==> src/sv/jacobi_laplace_grid_solver_assert.svh <==
// Assertion helpers shared by the solver RTL.
`ifndef JACOBI_LAPLACE_GRID_SOLVER_ASSERT_SVH
`define JACOBI_LAPLACE_GRID_SOLVER_ASSERT_SVH

// same-cycle implication
`define JLGS_ASSERT(lbl, ant, cons, msg) \
  lbl: assert property (@(posedge clk_i) disable iff (!rst_ni) (ant) |-> (cons)) \
    else $error(msg);

// next-cycle implication
`define JLGS_ASSERT_NEXT(lbl, ant, cons, msg) \
  lbl: assert property (@(posedge clk_i) disable iff (!rst_ni) (ant) |=> (cons)) \
    else $error(msg);

`endif

==> src/sv/jlgs_pkg.sv <==
package jlgs_pkg;

  localparam int GRID_SIZE = 4;
  localparam int CELLS     = GRID_SIZE * GRID_SIZE;
  localparam int IDXW      = $clog2(GRID_SIZE);
  localparam int CW        = $clog2(CELLS);

  localparam logic FUNC_WRITE = 1'b0;
  localparam logic FUNC_RUN   = 1'b1;

  localparam logic REG_ITER_COUNT = 1'b0;  // register index, paddr[2]

  typedef struct packed {
    logic               func;
    logic [1:0]         row;
    logic [1:0]         col;
    logic signed [31:0] cell_value;
  } jlgs_in_t;

  typedef struct packed {
    logic [1:0]         out_row;
    logic [1:0]         out_col;
    logic signed [31:0] out_value;
    logic               last;
  } jlgs_out_t;

endpackage

==> src/sv/jacobi_laplace_grid_solver.sv <==
// Channel   Direction  Handshake             Payload
// in        input      in_valid_i/in_stall_o jlgs_in_t  (func, row, col, cell_value)
// out       output     out_valid_o/out_stall_i jlgs_out_t (out_row, out_col, out_value, last)
// cfg       APB slave  psel/penable/pready   iteration_count at byte address 0
//
// In a run, each interior cell of a sweep steps through ST_RD0 and ST_RD1 (two dual-port
// memory reads), then ST_WR (the sum and write back); emission then reads and emits
// one cell at a time, holding while the output is stalled.
// Grid and working copy are two 2-read/1-write banks, swapped after every sweep but the first.
// Reset clears control and per-cell valid bits; an unwritten cell reads as zero.
// Output stall only holds the emitter; sweeps never wait on the output side.
module jacobi_laplace_grid_solver (
  input  logic                clk_i,
  input  logic                rst_ni,
  input  logic                in_valid_i,
  output logic                in_stall_o,
  input  jlgs_pkg::jlgs_in_t  in_data_i,
  output logic                out_valid_o,
  input  logic                out_stall_i,
  output jlgs_pkg::jlgs_out_t out_data_o,
  input  logic                psel,
  input  logic                penable,
  input  logic                pwrite,
  input  logic [2:0]          paddr,
  input  logic [31:0]         pwdata,
  output logic [31:0]         prdata,
  output logic                pready
);
  import jlgs_pkg::*;

  typedef enum logic [2:0] {
    ST_IDLE,
    ST_RD0,
    ST_RD1,
    ST_WR,
    ST_EMIT
  } state_e;

  state_e            state_q;
  logic [15:0]       iter_q;
  logic [15:0]       sweep_cnt_q;
  logic [CW-1:0]     cell_q;
  logic [IDXW-1:0]   row_q;
  logic [IDXW-1:0]   col_q;
  logic              cur_q;
  logic [CELLS-1:0]  vld_q;
  logic [32:0]       part_q;
  logic [CW-1:0]     emit_cell_q;
  logic [IDXW-1:0]   emit_row_q;
  logic [IDXW-1:0]   emit_col_q;
  logic              rd_ok_q;
  logic              out_vld_q;
  jlgs_out_t         out_q;

  logic [31:0]       mem0 [CELLS];
  logic [31:0]       mem1 [CELLS];
  logic [31:0]       rd0a_q, rd0b_q, rd1a_q, rd1b_q;
  logic              rvlda_q, rvldb_q;

  logic              in_acc, out_acc, cfg_wr;
  logic              first, diag, in_range, load, last_col, last_row;
  logic [CW-1:0]     raddr_a, raddr_b, waddr, wr_cell;
  logic              wen0, wen1;
  logic [31:0]       wdata, va, vb, avg;
  logic [33:0]       sum;

  localparam logic [IDXW-1:0] LastInt = IDXW'(GRID_SIZE - 2);
  localparam logic [CW-1:0]   FirstCell = CW'(GRID_SIZE + 1);

  assign in_stall_o  = (state_q != ST_IDLE);
  assign in_acc      = in_valid_i && !in_stall_o;
  assign out_valid_o = out_vld_q;
  assign out_data_o  = out_q;
  assign out_acc     = out_vld_q && !out_stall_i;

  assign pready = 1'b1;
  assign cfg_wr = psel && penable && pwrite && (paddr[2] == REG_ITER_COUNT);
  assign prdata = (paddr[2] == REG_ITER_COUNT) ? {16'd0, iter_q} : 32'd0;

  assign first    = (sweep_cnt_q == 16'd0);
  assign diag     = first && (cell_q == FirstCell);
  assign last_col = (col_q == LastInt);
  assign last_row = (row_q == LastInt);
  assign in_range = (32'(in_data_i.row) < GRID_SIZE) && (32'(in_data_i.col) < GRID_SIZE);
  assign wr_cell  = CW'(32'(in_data_i.row) * GRID_SIZE + 32'(in_data_i.col));
  assign load     = (state_q == ST_EMIT) && rd_ok_q && (!out_vld_q || !out_stall_i);

  // neighbor addresses: RD0 fetches the first pair, RD1 the second
  always_comb begin
    raddr_a = emit_cell_q;
    raddr_b = emit_cell_q;
    if (state_q == ST_RD0) begin
      raddr_a = diag ? cell_q - CW'(GRID_SIZE + 1) : cell_q + CW'(GRID_SIZE);
      raddr_b = diag ? cell_q - CW'(GRID_SIZE - 1) : cell_q - CW'(GRID_SIZE);
    end else if (state_q == ST_RD1) begin
      raddr_a = diag ? cell_q + CW'(GRID_SIZE - 1) : cell_q + CW'(1);
      raddr_b = diag ? cell_q + CW'(GRID_SIZE + 1) : cell_q - CW'(1);
    end
  end

  assign va  = rvlda_q ? (cur_q ? rd1a_q : rd0a_q) : 32'd0;
  assign vb  = rvldb_q ? (cur_q ? rd1b_q : rd0b_q) : 32'd0;
  assign sum = {part_q[32], part_q} + {{2{va[31]}}, va} + {{2{vb[31]}}, vb};
  assign avg = sum[33:2];  // floor division by four

  // first sweep updates in place, later sweeps write the other bank
  always_comb begin
    wen0  = 1'b0;
    wen1  = 1'b0;
    waddr = cell_q;
    wdata = avg;
    if (state_q == ST_WR) begin
      wen0 = ((first ? cur_q : !cur_q) == 1'b0);
      wen1 = !wen0;
    end else if (in_acc && in_data_i.func == FUNC_WRITE && in_range) begin
      wen0  = 1'b1;
      wen1  = 1'b1;
      waddr = wr_cell;
      wdata = in_data_i.cell_value;
    end
  end

  always_ff @(posedge clk_i) begin
    if (wen0) mem0[waddr] <= wdata;
    if (wen1) mem1[waddr] <= wdata;
    rd0a_q <= mem0[raddr_a];
    rd0b_q <= mem0[raddr_b];
    rd1a_q <= mem1[raddr_a];
    rd1b_q <= mem1[raddr_b];
    part_q <= {va[31], va} + {vb[31], vb};
  end

  always_ff @(posedge clk_i or negedge rst_ni) begin
    if (!rst_ni) begin
      state_q     <= ST_IDLE;
      iter_q      <= 16'd1;
      sweep_cnt_q <= '0;
      cell_q      <= '0;
      row_q       <= '0;
      col_q       <= '0;
      cur_q       <= 1'b0;
      vld_q       <= '0;
      rvlda_q     <= 1'b0;
      rvldb_q     <= 1'b0;
      emit_cell_q <= '0;
      emit_row_q  <= '0;
      emit_col_q  <= '0;
      rd_ok_q     <= 1'b0;
      out_vld_q   <= 1'b0;
      out_q       <= '0;
    end else begin
      rvlda_q <= vld_q[raddr_a];
      rvldb_q <= vld_q[raddr_b];
      if (cfg_wr) iter_q <= pwdata[15:0];
      if (wen0 || wen1) vld_q[waddr] <= 1'b1;
      if (out_acc && !load) out_vld_q <= 1'b0;

      unique case (state_q)
        ST_IDLE: begin
          if (in_acc && in_data_i.func == FUNC_RUN) begin
            sweep_cnt_q <= '0;
            cell_q      <= FirstCell;
            row_q       <= IDXW'(1);
            col_q       <= IDXW'(1);
            emit_cell_q <= '0;
            emit_row_q  <= '0;
            emit_col_q  <= '0;
            rd_ok_q     <= 1'b0;
            state_q     <= (iter_q == 16'd0) ? ST_EMIT : ST_RD0;
          end
        end
        ST_RD0: state_q <= ST_RD1;
        ST_RD1: state_q <= ST_WR;
        ST_WR: begin
          state_q <= (last_col && last_row && ((sweep_cnt_q + 16'd1) == iter_q)) ?
                     ST_EMIT : ST_RD0;
          if (!last_col) begin
            col_q  <= col_q + IDXW'(1);
            cell_q <= cell_q + CW'(1);
          end else if (!last_row) begin
            row_q  <= row_q + IDXW'(1);
            col_q  <= IDXW'(1);
            cell_q <= cell_q + CW'(3);
          end else begin
            // sweep done
            if (!first) cur_q <= !cur_q;
            sweep_cnt_q <= sweep_cnt_q + 16'd1;
            cell_q      <= FirstCell;
            row_q       <= IDXW'(1);
            col_q       <= IDXW'(1);
          end
        end
        ST_EMIT: begin
          rd_ok_q <= !load;
          if (load) begin
            out_vld_q         <= 1'b1;
            out_q.out_row     <= 2'(emit_row_q);
            out_q.out_col     <= 2'(emit_col_q);
            out_q.out_value   <= va;
            out_q.last        <= (emit_cell_q == CW'(CELLS - 1));
            emit_cell_q       <= emit_cell_q + CW'(1);
            if (emit_col_q == IDXW'(GRID_SIZE - 1)) begin
              emit_col_q <= '0;
              emit_row_q <= emit_row_q + IDXW'(1);
            end else begin
              emit_col_q <= emit_col_q + IDXW'(1);
            end
            if (emit_cell_q == CW'(CELLS - 1)) state_q <= ST_IDLE;
          end
        end
        default: state_q <= ST_IDLE;
      endcase
    end
  end

`include "jacobi_laplace_grid_solver_assert.svh"

  `JLGS_ASSERT_NEXT(a_no_result_after_last, out_acc && out_q.last,
                    !out_valid_o || !out_q.last, "result after last cell")
  `JLGS_ASSERT(a_wr_interior_only, state_q == ST_WR,
               (row_q != '0) && (col_q != '0) && !(row_q > LastInt) && !(col_q > LastInt),
               "sweep wrote a boundary cell")
  `JLGS_ASSERT_NEXT(a_run_stalls_input, in_acc && in_data_i.func == FUNC_RUN,
                    in_stall_o, "input taken during run")
  `JLGS_ASSERT(a_rd_ok_in_emit, rd_ok_q, state_q == ST_EMIT, "emit read flag outside emission")

endmodule

==> config.mk <==
export PLATFORM = sky130hd
export DESIGN_NAME = jacobi_laplace_grid_solver
export DESIGN_NICKNAME = d
export VERILOG_FILES = /design/src/sv/jlgs_pkg.sv /design/src/sv/jacobi_laplace_grid_solver.sv
export VERILOG_INCLUDE_DIRS = /design/src /design/src/sv
export SDC_FILE = /design/constraint.sdc
export NUM_CORES = 2
export LEC_CHECK = 0
export BUFFER_PORTS_ARGS = -buffer_cell sky130_fd_sc_hd__buf_2
export CORE_MARGIN = 2
export CORE_UTILIZATION = 60
export CTS_CLUSTER_DIAMETER = 50
export DETAILED_ROUTE_END_ITERATION = 10
export GPL_ROUTABILITY_DRIVEN = 0
export HOLD_SLACK_MARGIN = 0.08
export PLACE_DENSITY = 0.77
export SYNTH_ARGS = -nofsm -noshare
export SYNTH_HDL_FRONTEND = slang
export SYNTH_SLANG_ARGS = --single-unit
==> constraint.sdc <==
create_clock -name clk_i -period 7.3 [get_ports clk_i]
set_input_delay 0.365 -clock clk_i [delete_from_list [all_inputs] [get_ports clk_i]]
set_output_delay 0.365 -clock clk_i [all_outputs]
set_load 0.005 [all_outputs]
==> results_dict.tcl <==
set metrics [dict create \
    yosysTopAreaCell "edfxtp_1" \
    synth_seq_cells 1294 \
    fillers 7108 \
    vias 47100 \
    clock_path_buffers 3 \
    arrival_ps 6250 \
    grt_max_degree 223 \
    core_area_um2 104000 \
    finalHoldViolCount 0 \
    first_pass_iters 7 \
    die_x_um 328 \
    antenna_found_initial 15 \
    numCtsBuffers 144 \
    htree_num_levels 4 \
    critPathSlowestCell "nand3_1" \
    synth_area_leaders "edfxtp_1 49%, mux2i_1 7.1%, dfxtp_1 5.1%" \
    synth_edf_count 1024 \
    synthArstFlopShare 0.0842 \
    grt_pass1_wl_um 286000 \
    drv_slew 0 \
    status "finished, final reports clean" \
    crit_path_end_kind "flip-flop" \
    rsz0062_at_grt "no" \
    cts.clk_slew.worst_paths_ps 60 \
    rows 118 \
    synthCells 5204 \
    holdBufCountCts 21 \
    avgSynthCellArea_um2 12.1 \
    synth_top_cell_area_share 0.488 \
    fp.dieArea_um2 108000 \
    dp_hpwl_um 111000 \
    ys_types 92 \
    rr_startpoint "cur_q" \
    synth.cell_area_um2 63000 \
    min_from "in_data_i[33]" \
    grt_pass1_vias 44700 \
    finClkSkew_ps 37.1 \
    die_y_um 328 \
    critPathLaunchType "flip-flop" \
    hold_class "in -> reg" \
    cts.sinks 1294 \
    initial_core_util 0.607 \
    finalSetupViolations 0 \
    post_cts.repair.setup_buffers 0 \
    tns_ps 0 \
    nets 5385 \
    maxCapViolations 0 \
    min_period_over_period 0.805 \
    crit_start "cur_q" \
    cts_tree "built" \
    drive_gt1_frac 0.137 \
    max_stage_delay_ps 910 \
    ys_seq_area_frac 0.582 \
    required_ps 7670 \
    antenna_cells 0 \
    max_freq_ghz 0.170 \
    critical_path_class "reg -> reg" \
    ios 151 \
    io_buffer_count 115 \
    tightest_slew_ps 1470 \
    crit_top_cell "nand3_1" \
    worstPathMaxFanout 32 \
    antenna_left 0 \
    syn_to_final_growth_pct 10.5 \
    drt_iter0_drc 7436 \
    routed_via_density 7.03 \
    cts-resized-gates 0 \
    cts-root-buf "clkbuf_16" \
    min_period_ps 5880 \
    clock_latency_ps 770 \
    track_usage 0.363 \
    synthFlopType "edfxtp_1" \
    path_cells "mux2_2, nand2_1, inv_1, fa_1, nand3_1, o21ai_1, fa_1, a21oi_1, o211a_1, o311a_1, o2111ai_1, nand3_1, a31o_2, a211o_1, nand3_1" \
    r2r_slack_ps 1420 \
    routed_wl_um 199000 \
    wire_per_inst_um 29.7 \
    overflow 0 \
    slew_headroom 0.0196 \
    yosys_warnings 0 \
    drc 0 \
]
stage by stage:
step	cell area (um2)	std cells	hold WS [ps]	util	worst slack, ps
floorplan	63100	5219	69.4	-	1640
global placement	64800	6412	440	0.625	1710
CTS	69600	6699	121	0.671	1580
global route	69600	6699	153	0.671	1210
detailed placement	64800	6412	448	0.625	1610
finish	69600	6699	167	0.671	1420
path summary, 6_finish.rpt:
kind                             endpoint  cells past startpoint
setup / recovery             mem0[15][29]                     15
hold / removal                  vld_q[10]                      3
setup reg to reg             mem0[15][29]                     15
hold reg to reg                  vld_q[3]                      1
max in group asynchronous  out_data_o[12]                      3
min in group asynchronous      iter_q[11]                      2
cells in the final DEF, fill, tap and decap left out, types with 129 or more instances in the layout:
| cell type | synthesis | layout |
|---|---|---|
| edfxtp_1 | 1024 | 1024 |
| a21oi_1 | 237 | 223 |
| clkbuf_16 | 0 | 149 |
| nand2_1 | 784 | 784 |
| mux2i_1 | 445 | 445 |
| o21ai_0 | 149 | 136 |
| o2111ai_1 | 129 | 129 |
| dfxtp_1 | 161 | 161 |
| nor2_1 | 254 | 221 |
| a211oi_1 | 136 | 136 |
| mux2_2 | 178 | 178 |
| and3_1 | 143 | 143 |
routing by layer:
metal,global-route usage,vias up,wire length (um),part of all wire
li1,-,19800,-,-
met1,0.483,22700,70600,0.36
met2,0.541,3763,86400,0.44
met3,0.103,785,29800,0.15
met4,0.199,18,11600,0.059
met5,0,-,126,0.00063
synthesized netlist by cell type, types with 65 or more instances:
cell       instances
mux2_2           178
dfrtp_1          108
ha_1              72
nand2_1          784
o2111ai_1        129
mux2i_1          445
a311oi_1         127
a21oi_1          237
edfxtp_1        1024
o21ai_0          149
buf_2            132
dfxtp_1          161
a32oi_1           65
nor2_1           254
nor2b_1           86
clkbuf_1         190
and4_1            67
a211oi_1         136
and3_1           143
o221ai_1          66
cell families (layout without fill, tap and decap cells):
| kind of cell | count (synthesis) | after routing | synth area share |
|---|---|---|---|
| and+or+nand+nor | 1465 | 1465 | 0.108 |
| other | 2 | 17 | 0.000119 |
| muxes | 623 | 623 | 0.102 |
| DFF | 1294 | 1294 | 0.582 |
| AOI/OAI and AO/OA | 1172 | 1172 | 0.135 |
| buffers and inverters | 448 | 548 | 0.0334 |
| xor gates and xnor gates | 92 | 92 | 0.0128 |
| adders and majority gates | 108 | 108 | 0.0256 |
registers in the layout, indices dropped and copies added (netlist names), 3 cells and up:
name and cells:
mem0 512, mem1 512, out_data_o 37, part_q 33, rd0a_q 32, rd0b_q 32
rd1a_q 32, rd1b_q 32, iter_q 16, sweep_cnt_q 16, vld_q 16, cell_q 4
emit_cell_q 4, state_q 3
layout make-up:
type	count	area [um2]	area share
repair buffers	241	1730	0.0248
clock inverters	74	613	0.00880
clock buffers	192	3980	0.0572
multi-input cells	3477	24700	0.355
well taps	1380	1730	0.0248
inverters	41	154	0.00221
flip-flops and latches	1294	36700	0.527
critical path: cells and delay by family, from the launching register on:
kind | cells | cell delay, ps
buf+inv | 1 | 110
simple gates | 4 | 1360
flops | 1 | 630
compound gates | 7 | 2110
fa+ha+maj | 2 | 850
mux | 1 | 380
Power is not shown: default switching activity piles up to over one toggle a cycle in this logic, so the estimate is an artifact.
